==> config.mk <==
export PLATFORM = sky130hd
export DESIGN_NAME = audio_crossfade_volume_controller_core
export DESIGN_NICKNAME = d
export VERILOG_FILES = /design/src/acvc_pkg.sv /design/src/acvc_div.sv /design/src/audio_crossfade_volume_controller_core.sv
export VERILOG_INCLUDE_DIRS = /design/src /design/src/src
export SDC_FILE = /design/constraint.sdc
export NUM_CORES = 1
export LEC_CHECK = 0
export ABC_AREA = 1
export ABC_CLOCK_PERIOD_IN_PS = 7400
export BUFFER_PORTS_ARGS = -buffer_cell sky130_fd_sc_hd__buf_2
export CORE_MARGIN = 2
export CORE_UTILIZATION = 69
export DETAILED_ROUTE_END_ITERATION = 10
export PLACE_DENSITY = 0.88
export SYNTH_ARGS = -nofsm -noshare
export SYNTH_HDL_FRONTEND = slang
export SYNTH_HIERARCHICAL = 1
export SYNTH_SLANG_ARGS = --single-unit
==> constraint.sdc <==
create_clock -name clk -period 7.4 [get_ports clk]
set_clock_uncertainty 0.2 [all_clocks]
set_input_delay 1.11 -clock clk [delete_from_list [all_inputs] [get_ports clk]]
set_output_delay 1.11 -clock clk [all_outputs]
set_load 0.005 [all_outputs]
==> src/audio_crossfade_volume_controller_core_defines.svh <==
// ---------------------------------------------------------------------------
// audio crossfade volume controller assertion macros
// shared helpers for the concurrent checks in the rtl
// ---------------------------------------------------------------------------
`ifndef AUDIO_CROSSFADE_VOLUME_CONTROLLER_CORE_DEFINES_SVH
`define AUDIO_CROSSFADE_VOLUME_CONTROLLER_CORE_DEFINES_SVH

// same-cycle implication
`define ACVC_ASSERT_IMP(label, clk, rst, ante, cons, msg) \
  label: assert property (@(posedge clk) disable iff (rst) (ante) |-> (cons)) \
    else $error(msg);

// next-cycle implication
`define ACVC_ASSERT_NXT(label, clk, rst, ante, cons, msg) \
  label: assert property (@(posedge clk) disable iff (rst) (ante) |=> (cons)) \
    else $error(msg);

`endif

==> src/acvc_pkg.sv <==
// ---------------------------------------------------------------------------
// acvc_pkg
// types and constants of the crossfade volume controller
// ---------------------------------------------------------------------------
package acvc_pkg;

  localparam logic [2:0] MODE_TICK   = 3'd0;
  localparam logic [2:0] MODE_PLAY   = 3'd1;
  localparam logic [2:0] MODE_STOP   = 3'd2;
  localparam logic [2:0] MODE_SETVOL = 3'd3;
  localparam logic [2:0] MODE_XFADE  = 3'd4;

  localparam logic [15:0] STOP_FADE_MS = 16'd500;
  localparam int          DUR_W        = 16;

  typedef enum logic [2:0] {
    PH_IDLE     = 3'd0,
    PH_PLAYING  = 3'd1,
    PH_STOPPING = 3'd2,
    PH_FADE_OUT = 3'd3,
    PH_FADE_IN  = 3'd4
  } phase_t;

  typedef enum logic [1:0] {
    S_IDLE,
    S_EVAL,
    S_DIV,
    S_DONE
  } seq_state_t;

  typedef enum logic [1:0] {
    D_IDLE,
    D_MUL,
    D_STEP
  } div_state_t;

  typedef struct packed {
    logic [2:0]  mode;
    logic [15:0] value;
    logic [7:0]  track;
    logic        load_ok;
  } in_word_t;

  typedef struct packed {
    logic       volume_write;
    logic [4:0] volume;
    logic       start_track;
    logic [7:0] track_out;
    logic       stop_song;
    logic [2:0] phase_out;
  } out_word_t;

endpackage

==> src/acvc_div.sv <==
// ---------------------------------------------------------------------------
// acvc_div
// ramp unit: one multiply v*m, then a restoring divide by d, one bit a cycle
// ---------------------------------------------------------------------------
module acvc_div #(
  parameter int VW = 5
) (
  input  logic                        clk,
  input  logic                        rst,
  input  logic                        start,
  input  logic [VW-1:0]               v,
  input  logic [acvc_pkg::DUR_W-1:0]  m,
  input  logic [acvc_pkg::DUR_W-1:0]  d,
  output logic                        done,
  output logic [VW-1:0]               q
);
  import acvc_pkg::*;

  localparam int NW = VW + DUR_W;
  localparam int CW = (NW > 1) ? $clog2(NW) : 1;

  div_state_t        dst, dst_next;
  logic [VW-1:0]     vreg;
  logic [DUR_W-1:0]  mreg;
  logic [DUR_W-1:0]  den;
  logic [NW-1:0]     num;
  logic [DUR_W-1:0]  rem;
  logic [CW-1:0]     cnt;
  logic [DUR_W:0]    shifted;
  logic              fits;

  assign shifted = {rem, num[NW-1]};
  assign fits    = (shifted >= {1'b0, den});
  assign q       = num[VW-1:0];

  always_comb begin
    dst_next = dst;
    case (dst)
      D_IDLE: if (start) dst_next = D_MUL;
      D_MUL:  dst_next = D_STEP;
      D_STEP: if (cnt == '0) dst_next = D_IDLE;
      default: dst_next = D_IDLE;
    endcase
  end

  always_ff @(posedge clk) begin
    if (rst) begin
      dst  <= D_IDLE;
      done <= 1'b0;
    end else begin
      dst  <= dst_next;
      done <= (dst == D_STEP) && (cnt == '0);
    end
  end

  always_ff @(posedge clk) begin
    case (dst)
      D_IDLE: if (start) begin
        vreg <= v;
        mreg <= m;
        den  <= d;
      end
      D_MUL: begin
        num <= NW'(vreg * mreg);
        rem <= '0;
        cnt <= CW'(NW - 1);
      end
      D_STEP: begin
        // quotient bits shift in from the bottom as numerator bits leave
        if (fits) begin
          rem <= DUR_W'(shifted - {1'b0, den});
        end else begin
          rem <= shifted[DUR_W-1:0];
        end
        num <= {num[NW-2:0], fits};
        cnt <= cnt - CW'(1);
      end
      default: ;
    endcase
  end

endmodule

==> src/audio_crossfade_volume_controller_core.sv <==
// ---------------------------------------------------------------------------
// audio_crossfade_volume_controller_core
// playback volume sequencer: commands and ms ticks in, one result word out
// ---------------------------------------------------------------------------
// flow: S_EVAL, then S_DIV for a ramp value, then S_DONE until the output is free
//   divider numerator NW = clog2(MAX_VOLUME+1)+16 bits (21 at defaults)
// in_ready is high only in S_IDLE: no new word until the last result is loaded
// reset: synchronous; idle phase, volume MAX_VOLUME, fade DEFAULT_FADE_MS,
//   elapsed 0, no result pending
module audio_crossfade_volume_controller_core #(
  parameter int MAX_VOLUME      = 21,
  parameter int DEFAULT_FADE_MS = 1000
) (
  input  logic                clk,
  input  logic                rst,
  input  logic                in_valid,
  output logic                in_ready,
  input  acvc_pkg::in_word_t  in_data,
  output logic                out_valid,
  input  logic                out_ready,
  output acvc_pkg::out_word_t out_data
);
  import acvc_pkg::*;

  `include "audio_crossfade_volume_controller_core_defines.svh"

  localparam int VW = (MAX_VOLUME > 1) ? $clog2(MAX_VOLUME + 1) : 1;

  seq_state_t        st, st_next;
  phase_t            phase, phase_next;
  logic [VW-1:0]     vol_set, vol_set_next;
  logic [DUR_W-1:0]  fade_dur, fade_dur_next;
  logic [DUR_W-1:0]  elapsed, elapsed_next;
  logic [7:0]        pend, pend_next;
  logic              ld_ok, ld_ok_next;
  out_word_t         res, res_next;
  out_word_t         out_data_next;
  logic              out_valid_next;
  logic              out_load;

  logic              div_start;
  logic [DUR_W-1:0]  div_m;
  logic              div_done;
  logic [VW-1:0]     div_q;

  logic [VW-1:0]     vol_sat;
  logic [DUR_W-1:0]  half;
  logic [DUR_W-1:0]  e2;

  assign in_ready = (st == S_IDLE);
  assign vol_sat  = (in_data.value > DUR_W'(MAX_VOLUME)) ? VW'(MAX_VOLUME)
                                                          : VW'(in_data.value);
  assign half     = fade_dur >> 1;
  // only used while elapsed < half, so the doubled value fits
  assign e2       = {elapsed[DUR_W-2:0], 1'b0};

  acvc_div #(.VW(VW)) u_div (
    .clk   (clk),
    .rst   (rst),
    .start (div_start),
    .v     (vol_set),
    .m     (div_m),
    .d     (fade_dur),
    .done  (div_done),
    .q     (div_q)
  );

  always_comb begin
    st_next        = st;
    phase_next     = phase;
    vol_set_next   = vol_set;
    fade_dur_next  = fade_dur;
    elapsed_next   = elapsed;
    pend_next      = pend;
    ld_ok_next     = ld_ok;
    res_next       = res;
    out_data_next  = out_data;
    out_load       = 1'b0;
    div_start      = 1'b0;
    div_m          = '0;
    case (st)
      S_IDLE: if (in_valid) begin
        res_next   = '0;
        ld_ok_next = in_data.load_ok;
        st_next    = S_EVAL;
        case (in_data.mode)
          MODE_TICK: begin
            if (elapsed != '1) elapsed_next = elapsed + DUR_W'(1);
          end
          MODE_PLAY: begin
            res_next.start_track  = 1'b1;
            res_next.track_out    = in_data.track;
            res_next.volume_write = 1'b1;
            res_next.volume       = 5'(vol_set);
            phase_next            = PH_PLAYING;
          end
          MODE_STOP: begin
            elapsed_next  = '0;
            fade_dur_next = STOP_FADE_MS;
            phase_next    = PH_STOPPING;
          end
          MODE_SETVOL: begin
            vol_set_next = vol_sat;
            if (phase == PH_PLAYING) begin
              res_next.volume_write = 1'b1;
              res_next.volume       = 5'(vol_sat);
            end
          end
          MODE_XFADE: begin
            if (phase == PH_PLAYING || phase == PH_FADE_IN) begin
              pend_next    = in_data.track;
              elapsed_next = '0;
              if (in_data.value != '0) fade_dur_next = in_data.value;
              phase_next   = PH_FADE_OUT;
            end else begin
              res_next.start_track  = 1'b1;
              res_next.track_out    = in_data.track;
              res_next.volume_write = 1'b1;
              res_next.volume       = 5'(vol_set);
              phase_next            = PH_PLAYING;
            end
          end
          default: ;
        endcase
      end
      S_EVAL: begin
        st_next = S_DONE;
        case (phase)
          PH_STOPPING: begin
            if (elapsed >= fade_dur) begin
              res_next.volume_write = 1'b1;
              res_next.volume       = '0;
              res_next.stop_song    = 1'b1;
              phase_next            = PH_IDLE;
            end else begin
              div_start = 1'b1;
              div_m     = fade_dur - elapsed;
              st_next   = S_DIV;
            end
          end
          PH_FADE_OUT: begin
            if (elapsed >= half) begin
              res_next.volume_write = 1'b1;
              res_next.volume       = '0;
              if (ld_ok) begin
                res_next.start_track = 1'b1;
                res_next.track_out   = pend;
                phase_next           = PH_FADE_IN;
                elapsed_next         = '0;
              end else begin
                phase_next = PH_IDLE;
              end
            end else begin
              div_start = 1'b1;
              div_m     = fade_dur - e2;
              st_next   = S_DIV;
            end
          end
          PH_FADE_IN: begin
            if (elapsed >= half) begin
              res_next.volume_write = 1'b1;
              res_next.volume       = 5'(vol_set);
              phase_next            = PH_PLAYING;
            end else begin
              div_start = 1'b1;
              div_m     = e2;
              st_next   = S_DIV;
            end
          end
          default: ;
        endcase
      end
      S_DIV: if (div_done) begin
        res_next.volume_write = 1'b1;
        res_next.volume       = 5'(div_q);
        st_next               = S_DONE;
      end
      S_DONE: if (!out_valid || out_ready) begin
        out_load                = 1'b1;
        out_data_next           = res;
        out_data_next.phase_out = phase;
        st_next                 = S_IDLE;
      end
      default: st_next = S_IDLE;
    endcase
    if (out_load) begin
      out_valid_next = 1'b1;
    end else if (out_ready) begin
      out_valid_next = 1'b0;
    end else begin
      out_valid_next = out_valid;
    end
  end

  always_ff @(posedge clk) begin
    if (rst) begin
      st        <= S_IDLE;
      phase     <= PH_IDLE;
      vol_set   <= VW'(MAX_VOLUME);
      fade_dur  <= DUR_W'(DEFAULT_FADE_MS);
      elapsed   <= '0;
      out_valid <= 1'b0;
    end else begin
      st        <= st_next;
      phase     <= phase_next;
      vol_set   <= vol_set_next;
      fade_dur  <= fade_dur_next;
      elapsed   <= elapsed_next;
      out_valid <= out_valid_next;
    end
  end

  always_ff @(posedge clk) begin
    pend     <= pend_next;
    ld_ok    <= ld_ok_next;
    res      <= res_next;
    out_data <= out_data_next;
  end

  `ACVC_ASSERT_NXT(a_accept_evaluates, clk, rst, in_valid && in_ready, st == S_EVAL,
    "accepted word did not enter evaluation")
  `ACVC_ASSERT_IMP(a_result_from_done, clk, rst, $rose(out_valid), $past(st) == S_DONE,
    "result word loaded outside the done state")
  `ACVC_ASSERT_IMP(a_stop_ends_idle, clk, rst, out_valid && out_data.stop_song,
    out_data.phase_out == PH_IDLE, "stop_song without idle phase")
  `ACVC_ASSERT_IMP(a_quiet_volume, clk, rst, out_valid && !out_data.volume_write,
    out_data.volume == 5'd0, "volume field set without a volume write")

endmodule

== Word-level counts from Yosys, hierarchy flattened ==
Index checks and enable logic that the tools add are counted.

* Add/sub/neg operators: 5
* Multipliers: 1
* $lt $le $gt $ge: 4
* Equal/unequal tests: 34
* Mux-type cells: 63
* Reduce and logical (&&, ||, !) cells: 28

{| class="wikitable"
|+ Operators by type and width
! kind !! number
|-
| $mux W16 || 12
|-
| $pmux W16 S2 || 3
|-
| $pmux W16 S3 || 2
|-
| $pmux W6 S3 || 3
|-
| $sub A16 B16 Y16 || 3
|-
| $pmux W21 S2 || 1
|-
| $mux W15 || 2
|-
| $mux W6 || 4
|-
| $mul A5 B16 Y21 || 1
|-
| $pmux W10 S2 || 1
|-
| $mux W19 || 1
|-
| $mux W9 || 2
|-
| $pmux W3 S3 || 2
|-
| $pmux W9 S2 || 1
|-
| $ge A17 B16 Y1 || 1
|-
| $add A16 B1 Y16 const B || 1
|-
| $ge A16 B15 Y1 || 1
|-
| $ge A16 B16 Y1 || 1
|-
| $gt A16 B5 Y1 const B || 1
|-
| $ne A16 B16 Y1 const B || 1
|-
| $ne A2 B2 Y1 const B || 8
|-
| $reduce_bool A16 Y1 || 1
|-
| $mux W3 || 5
|-
| $ne A3 B3 Y1 const B || 5
|-
| other kinds (32) || 72
|}

* Flip-flop bits (word level): 169
* Bits of input ports: 32
* Output and inout bits: 21
* Logic and storage cells: 162

== Longest topological paths before layout ==
Gate-level depths: netlist of the first run.

* Depth in word-level cells: 6
* Gate-level depth with buffers: 21
* Gate-level depth less buffers: 19

== Cells and area by module ==
Netlist of the first run, hierarchy kept.

{| class="wikitable"
|+ By module, submodules not included
! module !! instances !! cells an instance !! area an instance (um^2) !! seq. area each (um^2)
|-
| acvc_div || 1 || 933 || 7103.1 || 2432.3
|-
| audio_crossfade_volume_controller_core || 1 || 899 || 6439.9 || 2182.1
|}

== Worst setup path before layout of the first run ==
No wires, ideal clock.

* Path kind: register -> register
* Start: register u_div.vreg[3]
* End: register u_div.num[20], data pin
* Setup time: 0.254 ns
* Arrival time: 3.524 ns
* Data required time: 6.946 ns
* Path slack: 3.422 ns
* Stages on the path, launching flop included: 19
* Buffers on the path: 2
* Clock period less this slack: 3.978 ns
* Path through: edfxtp_1 > clkbuf_1 > clkbuf_1 > nand2_1 > inv_1 > fa_1 > fa_1 > inv_1 > fa_1 > inv_1 > ha_1 > a21oi_1 > nand2_1 > nand2_1 > nand3_1 > nand2_1 > nand3_1 > nand3_1 > nand2_1

* Longest elaborated chain between the ends: 2

{| class="wikitable"
|+ Ends and longest elaborated chain
! what !! line !! text
|-
| start, declared || acvc_div.sv:23 || <nowiki>logic [VW-1:0] vreg;</nowiki>
|-
| start signal, assigned || acvc_div.sv:59 || <nowiki>vreg <= v;</nowiki>
|-
| $mul A5 B16 Y21 || acvc_div.sv:64 || <nowiki>num <= NW'(vreg * mreg);</nowiki>
|-
| $pmux W21 S2 || acvc_div.sv:57 || <nowiki>case (dst)</nowiki>
|-
| end signal, assigned || acvc_div.sv:64 ||
|-
| end signal, assigned || acvc_div.sv:75 || <nowiki>num <= {num[NW-2:0], fits};</nowiki>
|-
| end, declared || acvc_div.sv:26 || <nowiki>logic [NW-1:0] num;</nowiki>
|}

No other way between the ends.
A chain may end at the register's enable or synchronous reset.

== Worst setup path after layout of the first run ==
* Start: register u_div.vreg[4]
* End: register u_div.num[20], data pin

Same word-level chain as after synthesis.

==> results of run 1 <==
-- stage by stage --
step                hold WS [ps]  area, um2  setup slack [ps]
floorplan                    200      13500              3420
global placement             201      13900              3300
detailed placement           206      13900              3160
CTS                          228      14600              3200
global route                 236      14600              2870
finish                       227      14600              3150
-- worst paths after layout --
path	startpoint	end	depth (start not counted)
min reg2reg	res[15]	out_data[15]	0
min	res[15]	out_data[15]	0
max	u_div/vreg[4]	u_div/num[20]	16
max reg2reg	u_div/vreg[4]	u_div/num[20]	16
-- layer usage --
layer / vias up / global-route usage (%)
met1: 5661 / 43.1
met2: 567 / 58.1
met5: - / 0
met3: 126 / 5.70
li1: 5886 / -
met4: 0 / 16.4
-- state kept, by name, summed over array words and instances, names as in the netlist --
name,cells
elapsed,16
fade_dur,16
ld_ok,1
out_data,19
out_valid,1
pend,8
phase,3
res,16
st,2
u_div/cnt,5
u_div/den,16
u_div/done,1
u_div/dst,2
u_div/mreg,16
u_div/num,21
u_div/rem,16
u_div/vreg,5
vol_set,5
-- synth_stat cells, drive strengths merged --
master / number / area (um2)
nand2: 561 / 2170
inv: 334 / 1250
nor2: 173 / 684
edfxtp: 123 / 3690
nand3: 114 / 611
ha: 100 / 1250
a21oi: 90 / 477
o21ai: 66 / 345
dfxtp: 46 / 921
fa: 45 / 901
clkbuf: 21 / 78.8
buf: 19 / 146
nor3: 19 / 111
nand4: 17 / 113
xor2: 17 / 149
xnor2: 15 / 131
nand3b: 13 / 97.6
o211ai: 10 / 75.1
o22ai: 9 / 56.3
a22oi: 7 / 52.6
o21bai: 6 / 45.0
or2: 6 / 37.5
and2: 5 / 32.5
a21o: 4 / 30.0
a211oi: 2 / 15.0
a31oi: 2 / 12.5
and3: 2 / 12.5
nor3b: 2 / 15.0
nor4: 2 / 12.5
clkinv: 1 / 3.75
o211a: 1 / 10.0
-- layout by cell type (no fill, tap or decap), drive strengths merged --
cell type and instances:
buf 57, a22oi 7, clkinv 8, nor2 173, nand4 17, a21oi 90
xor2 17, o211ai 10, nand3 114, a211oi 2, nor4 2, fa 45
a21o 4, clkbuf 17, nor3b 2, nor3 19, and2 5, xnor2 15
and3 2, edfxtp 123, o21bai 6, or2 6, o21ai 66, o211a 1
inv 342, o22ai 9, dfxtp 46, a31oi 2, nand2 561, ha 100
nand3b 13
-- final cells by class --
type | count | area [um2]
multi-input cells | 1288 | 7450
fillers | 1440 | 4740
flip-flops and latches | 169 | 4610
inverters | 335 | 1260
clock buffers | 17 | 425
well taps | 265 | 332
repair buffers | 57 | 298
clock inverters | 15 | 221
-- power by group --
group          leakage [nW]  internal, mW  switching [mW]
Clock                 0.308         0.475           0.499
Combinational          5.58         0.887            1.76
Sequential             1.50          1.37           0.143
Total                  7.39          2.73            2.40
-- kinds of logic after synthesis --
kind of cell,synth area share [%]
simple gates,28.8
buf+inv,10.9
compound gates,8.26
flops,34.1
fa+ha+maj,15.9
xor+xnor,2.07
==> results.md, run 1 <==
- DRT Pass-1 Iters: 6
- Clock Tree Root: clkbuf_16
- IO Pins: 53
- Drt wl/cell: 16.0 um
- Mapped Cells: 1,832
- M1 wire length: 13,800 um
- CTS tree: yes
- Layout Cells excl Fill: 2,146
- Startpoint Class: flop
- Vias per cell: 5.70
- Synth Warn #: 6
- Clk pin slew, worst setup/hold paths: approximately 90 ps
- Met3 WL: 2630 um
- Top sig layer: met4
- Initial antenna violation count: 0
- Status: completed
- Nets: 2,045
- Layout cells sized above 1: under 10%
- Num rows: approximately 50
- Die area: 20,800 um2
- RSZ-0062 raised after global routing: false
- Maximum clock frequency: 235 MHz
- Antenna-violating nets left: 0
- Final Hold Vio Count: 0
- WP buf/inv: 3
- Crit. End Element: flop
- Post-CTS setup buffers: 0
- Slew Limit Fails: 0
- Total congestion overflow: 0
- Kind of cell adding the most delay to the critical path: adder cells
- CORE AREA: 19,300 um2
- CTS Sinks: 169
- Critical Path Most Common Cell: nand2_1
- Worst Path Class, Setup: flop to flop
- FF+latch count, synth: 169
- Post-synthesis sequential area ratio: 34.1%
- Setup TNS: 0 ps
- R2R Setup Slk: 3150 ps
- Worst EP required: 7420 ps
- Largest net degree at the start of global routing: 46
- CP max stage delay: 710 ps
- Syn avg cell area: 7.39 um2
- Vias in the first global route: approximately 12,000
- Pwr Density: 352 nW/um2
- Max-Cap Viols: 0
- Fin crit period: about 4200 ps
- Die Width: 144 um
- DRT iter0 DRCs: 960
- Met2 wire length: 16,500 um
- Hold-fix buffers at CTS: 0
- Vias post-DR: 12,200
- Netlist cell types: 50
- H-tree levels: 4
- Starting Density: 70.0%
- Leakage: 7.39 nW
- WL final: ~34,000 um
- DP HPWL: 25,400 um
- Critical path arrival: between 4000 and 5000 ps
- Crit Path Max Fanout: 16
- Die Y: 144 um
- Max-slew headroom at the worst pin: 31.9%
- RD Place Congestion: 1.01
- Port Buffer Count: 52
- Area grow syn2layout: 7.78%
- Longest Clk Path Bufs: 2
- Post-Place Cells: 2,114
- Final setup vio count: 0
- Total power: 5.13 mW
- Worst Tran Pin Value: a little over 1000 ps
- Diode count: 0
- First-pass GRT wire length: 55,900 um
- Worst path cell trace: nand2_1 > inv_1 > fa_1 > fa_1 > inv_1 > fa_1 > inv_1 > ha_1 > a21oi_1 > nand2_1 > nand2_1 > nand3_1 > nand2_1 > nand3_1 > nand3_1 > nand2_1
- CTS-repair resized insts: 0
- CTS buffer count: 17
- Final Core Density: between 70% and 80%
- CP max-delay cell: edfxtp_1
- Worst min-delay path category: flop to flop
- Worst-Skew Late Latency: 460 ps
- Final period util: 57.4%
- DRC: 0
- Peak VDD IR: 218 uV
- Syn Nets: 2,009
- Post-Syn Area: 13,500 um2
- Global-route usage over all layers: approximately a third
(Power assumes the default switching activity.)
==> run 2, diff against run 1 <==
Settings changed: ABC_AREA 1 to 0, ABC_CLOCK_PERIOD_IN_PS 7400 to 4300, CORE_UTILIZATION 69 to 63, PLACE_DENSITY 0.88 to 0.81.
Clock period 7.4 ns to 4.3 ns, I/O delays scaled along.
==> results.md, run 2 <==
- Status: finished, violations left
- Violated checks: setup timing
- Total congestion overflow: 0 (unchanged)
- Initial antenna violation count: 0 (unchanged)
- Hold-fix buffers at CTS: 0 (unchanged)
- Vias post-DR: 10,500 (-15%)
- CP startpoint: u_div/vreg[4]
- Worst EP required: 4280 ps (-3140 ps)
- Die area: 21,100 um2 (+1.7%)
- CTS buffer count: 17 (unchanged)
- FF+latch count, synth: 169 (unchanged)
- Commonest non-fill, non-tap cells in the layout: edfxtp_1 (123), inv_1 (121), nand2_1 (121), nor2_1 (92), ha_1 (89)
- Syn Nets: 1,489 (-26%)
- CTS Sinks: 169 (unchanged)
- Synth Warn #: 6 (unchanged)
- DRT iter0 DRCs: 1,039 (+8.2%)
- Largest cells by area after synthesis: edfxtp_1 (29%), ha_1 (9.9%), dfxtp_1 (7.3%)
- CTS tree: yes
- R2r worst-path depth: 14 (-2)
- Netlist cell types: 85 (+70%)
- Worst min-delay path category: input port to flop
- Worst Setup EP: u_div/num[20]
- Drt wl/cell: 19.6 um (+22%)
- Die Y: 145 um (+0.84%)
- Hold WS: 168 ps (-58.2 ps)
- Post-Place Cells: 1,628 (-23%)
- Startpoint Class: flop
- Critical Path Most Common Cell: fa_1
- CORE AREA: 19,500 um2 (+0.99%)
- Post-synth top area cell: edfxtp_1
- DP HPWL: 23,400 um (-7.9%)
- Worst Path Class, Setup: flop to flop
- Num rows: 51 (unchanged)
- Most used DFF post-synth: edfxtp_1
- Crit. End Element: flop
- Die Width: 145 um (+0.84%)
- Longest Clk Path Bufs: 2 (unchanged)
- Worst-Skew Late Latency: 450 ps (about the same)
- Slew Limit Fails: 0 (unchanged)
- Max-slew headroom at the worst pin: 24.5% (-7.3 points)
- Final period util: 103% (+45 points)
- Fraction of registers with async set/reset: 0% (unchanged)
- Starting Density: 64.4% (-5.6 points)
- Fin crit period: 4410 ps (+159 ps)
- H-tree levels: 4 (unchanged)
- Max-Cap Viols: 0 (unchanged)
- Syn avg cell area: 9.59 um2 (+30%)
- R2r startpoint: u_div/vreg[4]
- CP max-delay cell: fa_1
- Reg2Reg Capture Point: u_div/num[20]
- Nets: 1,576 (-23%)
- Slack of the critical path: -108 ps (-3260 ps)
- Final Hold Vio Count: 0 (unchanged)
- Worst path cell trace: buf_4 > and2_1 > fa_1 > fa_1 > inv_1 > fa_1 > inv_1 > ha_4 > buf_4 > a221oi_4 > o21ai_2 > a221oi_2 > xor2_1 > o21ai_1
- Layout Cells excl Fill: 1,678 (-22%)
- Mapped Cells: 1,312 (-28%)
- Crit Path Max Fanout: 8 (-8)
- DRT Pass-1 Iters: 7 (+1)
- Post-synth EDFFs: 123 (unchanged)
- IO Pins: 53 (unchanged)
- Global-route usage over all layers: 30.4% (-3.9 points)
- Maximum clock frequency: 227 MHz (-3.6%)
- Pwr Density: 424 nW/um2 (+21%)
- CP max stage delay: 540 ps (-170 ps)
- Peak VDD IR: 282 uV (+30%)
- Most frequent cells after synthesis: inv_1 (130), nand2_1 (125), edfxtp_1 (123)
- Worst Tran Pin Value: 1130 ps (+110 ps)
- Leakage: 5.72 nW (-23%)
- Vias per cell: 6.23 (+9.2%)
- DRC: 0 (unchanged)
- Largest net degree at the start of global routing: 43 (-6.5%)
- RSZ-0062 raised after global routing: true
- Total power: 6.11 mW (+19%)
- RD Place Congestion: 0.974 (-3.2%)
- Clk pin slew, worst setup/hold paths: 80 ps (about the same)
- First-pass GRT wire length: 51,900 um (-7.1%)
- Critical path arrival: 4390 ps (+120 ps)
- # fillers: 1,334 (-7.4%)
- Layout cells sized above 1: 17.8% (+9.8 points)
- Antenna-violating nets left: 0 (unchanged)
- Synth top area share: 29.4% (+2.1 points)
- Vias in the first global route: 10,300 (-14%)
- Post-Syn Area: 12,600 um2 (-7.1%)
- WL final: 32,900 um (-4.4%)
- Final setup vio count: 6 (+6)
- Port Buffer Count: 52 (unchanged)
- Reg with most FFs: u_div/num
- Final Core Density: 73.8% (-1.7 points)
- R2R Setup Slk: -110 ps (-3260 ps)
- Most frequent cell after synthesis: inv_1
- Area grow syn2layout: 14.5%
- Post-synthesis sequential area ratio: 36.7% (+2.6 points)
- Most common cell after layout, fill and taps aside: edfxtp_1
- Largest regs: u_div/num: 21 flops, out_data: 19 flops
- Clock Tree Root: clkbuf_16
- Number of flip-flops in the largest register: 21 (unchanged)
==> run 2: worst max-delay path, delay by kind of cell, from the launching register on <==
kind | cells | cell delay (ps)
buffers and inverters | 4 | 500
AOI/OAI and AO/OA | 4 | 850
and+or+nand+nor | 1 | 150
DFF | 1 | 460
adders and majority gates | 4 | 1770
xor gates and xnor gates | 1 | 210
==> run 2: per-layer routing <==
metal / up-vias / share of wire, % / GRT usage, %
met2: 491 / 48 / 51.7
met5: - / 0 / 0
li1: 4844 / - / -
met3: 127 / 6.1 / 4.91
met4: 0 / 4.7 / 12.7
met1: 4989 / 41 / 38.9
==> run 2: how the worst min path moves through the flow <==
| stage | slack [ps] | cells after the start | start | to |
|---|---|---|---|---|
| 5_1_grt | 160 | 1 | in_data[0] | ld_ok |
| 3_3_place_gp | 200 | 0 | res[7] | out_data[7] |
| 3_5_place_dp | 200 | 0 | res[12] | out_data[12] |
| 6_report | 170 | 1 | in_data[0] | ld_ok |
| 4_1_cts | 160 | 1 | in_data[0] | ld_ok |
| 2_1_floorplan | 200 | 0 | res[10] | out_data[10] |
==> run 2: timing repair <==
item,4_1_cts,5_1_grt
endpoints found under the hold margin,0,0
pin swaps,42,44
endpoints found under the setup margin,10,11
gates cloned,1,0
gates resized for setup,41,42
setup buffers,12,5
==> run 2: cell families after synthesis <==
family	share of synthesized area [%]
compound gates	17.1
xor+xnor	3.55
fa+ha+maj	17.1
buf+inv	5.96
flops	36.7
mux	1.96
simple gates	17.6
==> run 2: final cells by class <==
cell class / count / area, um2 / area share [%]
clock buffer: 17 / 425 / 2.95
sequential: 169 / 4610 / 32.0
antenna: 1 / 2.50 / 0.0174
clock inverter: 15 / 194 / 1.35
timing repair buffer: 115 / 778 / 5.40
inverter: 131 / 492 / 3.41
multi-input combinational: 965 / 7570 / 52.5
tap: 265 / 332 / 2.30
==> run 2: through the flow <==
step,worst slack (ps),area (um2),TNS (ps)
after global placement,-17.1,13300,-22.5
after detailed placement,-184,13300,-691
after global routing,-270,14400,-1270
after CTS,-2.00,14200,-2.00
after floorplan,6.40,12600,0
final,-108,14400,-307
==> run 2: power breakdown <==
group	internal (mW)	switching, mW	leakage (nW)	total, mW
logic	1.03	1.37	3.96	2.41
registers	2.05	0.0968	1.46	2.14
clock network	0.795	0.770	0.300	1.56
total	3.87	2.24	5.72	6.11
==> run 3, diff against run 2 <==
Settings changed: CELL_PAD_IN_SITES_DETAIL_PLACEMENT from default to 0, CELL_PAD_IN_SITES_GLOBAL_PLACEMENT from default to 1, CORE_UTILIZATION 63 to 50, PLACE_DENSITY 0.81 to default, PLACE_DENSITY_LB_ADDON from default to 0.1.
==> results.md, run 3 (synthesis gave the netlist of run 2 again) <==
- Status: finished, violations left
- Violated checks: setup timing
- Kind of cell adding the most delay to the critical path: adder cells
- Slew Limit Fails: 0 (unchanged)
- Clk pin slew, worst setup/hold paths: 80 ps (about the same)
- Worst path cell trace: buf_6 > buf_6 > and2_4 > fa_2 > fa_1 > inv_1 > fa_1 > inv_2 > ha_4 > a21oi_4 > nor2b_4 > a311o_1 > buf_4 > a21oi_2 > buf_4 > o221ai_2 > xnor2_1 > o21ai_1
- Critical path arrival: 4350 ps (-40 ps)
- Vias per cell: 5.63 (-9.6%)
- Layout cells sized above 1: 18.9% (+1.1 points)
- Die Y: 163 um (+12%)
- DP HPWL: 24,900 um (+6.5%)
- Vias post-DR: 9,918 (-5.1%)
- Worst min-delay path category: input port to flop
- Die Width: 163 um (+12%)
- Hold WS: 167 ps (-1.77 ps)
- Initial antenna violation count: 1 (+1)
- CP max-delay cell: fa_1
- CP max stage delay: 490 ps (-50 ps)
- DRT iter0 DRCs: 669 (-36%)
- Setup TNS: -123 ps (+184 ps)
- Most common cell after layout, fill and taps aside: edfxtp_1
- Layout Cells excl Fill: 1,761 (+4.9%)
- Worst EP required: 4280 ps (about the same)
- DRC: 0 (unchanged)
- Commonest non-fill, non-tap cells in the layout: edfxtp_1 (123), nand2_1 (121), inv_1 (119), nor2_1 (90), ha_1 (89)
- RSZ-0062 raised after global routing: true
- Final Core Density: 58.7% (-15 points)
- Nets: 1,594 (+1.1%)
- Num rows: 58 (+14%)
- Total congestion overflow: 0 (unchanged)
- Worst-Skew Late Latency: 450 ps (about the same)
- CORE AREA: 25,000 um2 (+28%)
- Die area: 26,400 um2 (+25%)
- RD Place Congestion: 0.888 (-8.8%)
- Port Buffer Count: 52 (unchanged)
- IO Pins: 53 (unchanged)
- Maximum clock frequency: 229 MHz (+0.88%)
- Fin crit period: 4370 ps (-38.3 ps)
- Drt wl/cell: 18.8 um (-4.3%)
- CTS tree: yes
- Longest Clk Path Bufs: 2 (unchanged)
- Slack of the critical path: -70.0 ps (+38.3 ps)
- Reg with most FFs: u_div/num
- Final Hold Vio Count: 0 (unchanged)
- Vias in the first global route: 9,646 (-6.2%)
- Pwr Density: 421 nW/um2 (-0.73%)
- Clock Tree Root: clkbuf_16
- Post-Place Cells: 1,709 (+5.0%)
- Total power: 6.18 mW (+1.0%)
- Largest regs: u_div/num: 21 flops, out_data: 19 flops
- Startpoint Class: flop
- Max-slew headroom at the worst pin: 26.9% (+2.4 points)
- # fillers: 2,229 (+67%)
- Peak VDD IR: 324 uV (+15%)
- Worst Path Class, Setup: flop to flop
- Starting Density: 50.4% (-14 points)
- Number of flip-flops in the largest register: 21 (unchanged)
- Largest net degree at the start of global routing: 43 (unchanged)
- Max-Cap Viols: 0 (unchanged)
- Global-route usage over all layers: 25.4% (-5.0 points)
- WL final: 33,000 um (+0.40%)
- DRT Pass-1 Iters: 5 (-2)
- CTS Sinks: 169 (unchanged)
- First-pass GRT wire length: 52,300 um (+0.69%)
- Worst Tran Pin Value: 1100 ps (-36.1 ps)
- Crit Path Max Fanout: 4 (-4)
- Final setup vio count: 3 (-3)
- Setup WS pre-CTS: -98.8 ps (+84.8 ps)
- Antenna-violating nets left: 0 (unchanged)
- WP buf/inv: 6 (+2)
- Hold-fix buffers at CTS: 0 (unchanged)
- Crit. End Element: flop
- CTS buffer count: 17 (unchanged)
- Area grow syn2layout: 16.6%
- Leakage: 5.81 nW (+1.6%)
- H-tree levels: 4 (unchanged)
- Dpl cell area: 13,500 um2 (+1.6%)
- Final instance area: 14,700 um2 (+1.8%)
- Final period util: 102% (-0.89 points)
-- run 3: changes by cell type in the layout (fill, tap and decap cells not counted), sizes merged --
cell    delta
clkinv     -2
inv        +2
buf       +18
-- run 3: power breakdown --
group | switching [mW] | internal [mW]
Combinational | 1.29 | 1.05
Clock | 0.863 | 0.832
Sequential | 0.0945 | 2.04
-- run 3: cell type report --
| class | instances | area, um2 | share of cell area [%] |
|---|---|---|---|
| multi-input cells | 965 | 7570 | 51.6 |
| flip-flops and latches | 169 | 4610 | 31.5 |
| diodes | 1 | 2.50 | 0.0171 |
| clock inverters | 15 | 233 | 1.59 |
| well taps | 330 | 413 | 2.82 |
| repair buffers | 133 | 918 | 6.26 |
| inverters | 131 | 492 | 3.35 |
| clock buffers | 17 | 425 | 2.90 |
-- run 3: worst paths after layout --
| check | startpoint | to | slack [ps] | cells past startpoint |
|---|---|---|---|---|
| hold / removal | in_data[0] | ld_ok | 170 | 1 |
| setup reg to reg | u_div/vreg[2] | u_div/num[19] | -70 | 18 |
| hold reg to reg | res[6] | out_data[6] | 220 | 0 |
| setup / recovery | u_div/vreg[2] | u_div/num[19] | -70 | 18 |
-- run 3: timing repair --
| item | 4_1_cts | 5_1_grt |
|---|---|---|
| setup endpoints to repair | 6 | 9 |
| hold endpoints to repair | 0 | 0 |
| setup buffers | 14 | 8 |
| gates resized for setup | 41 | 40 |
| pin swaps | 41 | 42 |
-- run 3: worst register-to-register path: cells and delay by family (launching register included) --
kind / cells / cell delay, ps
buffers and inverters: 6 / 670
DFF: 1 / 460
xor gates and xnor gates: 1 / 140
adders and majority gates: 4 / 1660
AOI/OAI and AO/OA: 5 / 820
and+or+nand+nor: 2 / 180
-- run 3: routing by layer --
layer / wire length (um) / global-route usage [%] / up-vias
met5: 0 / 0 / -
met4: 493 / 6.15 / 0
met3: 1250 / 2.98 / 36
met2: 15900 / 42.9 / 221
met1: 15400 / 35.0 / 4780
li1: - / - / 4881
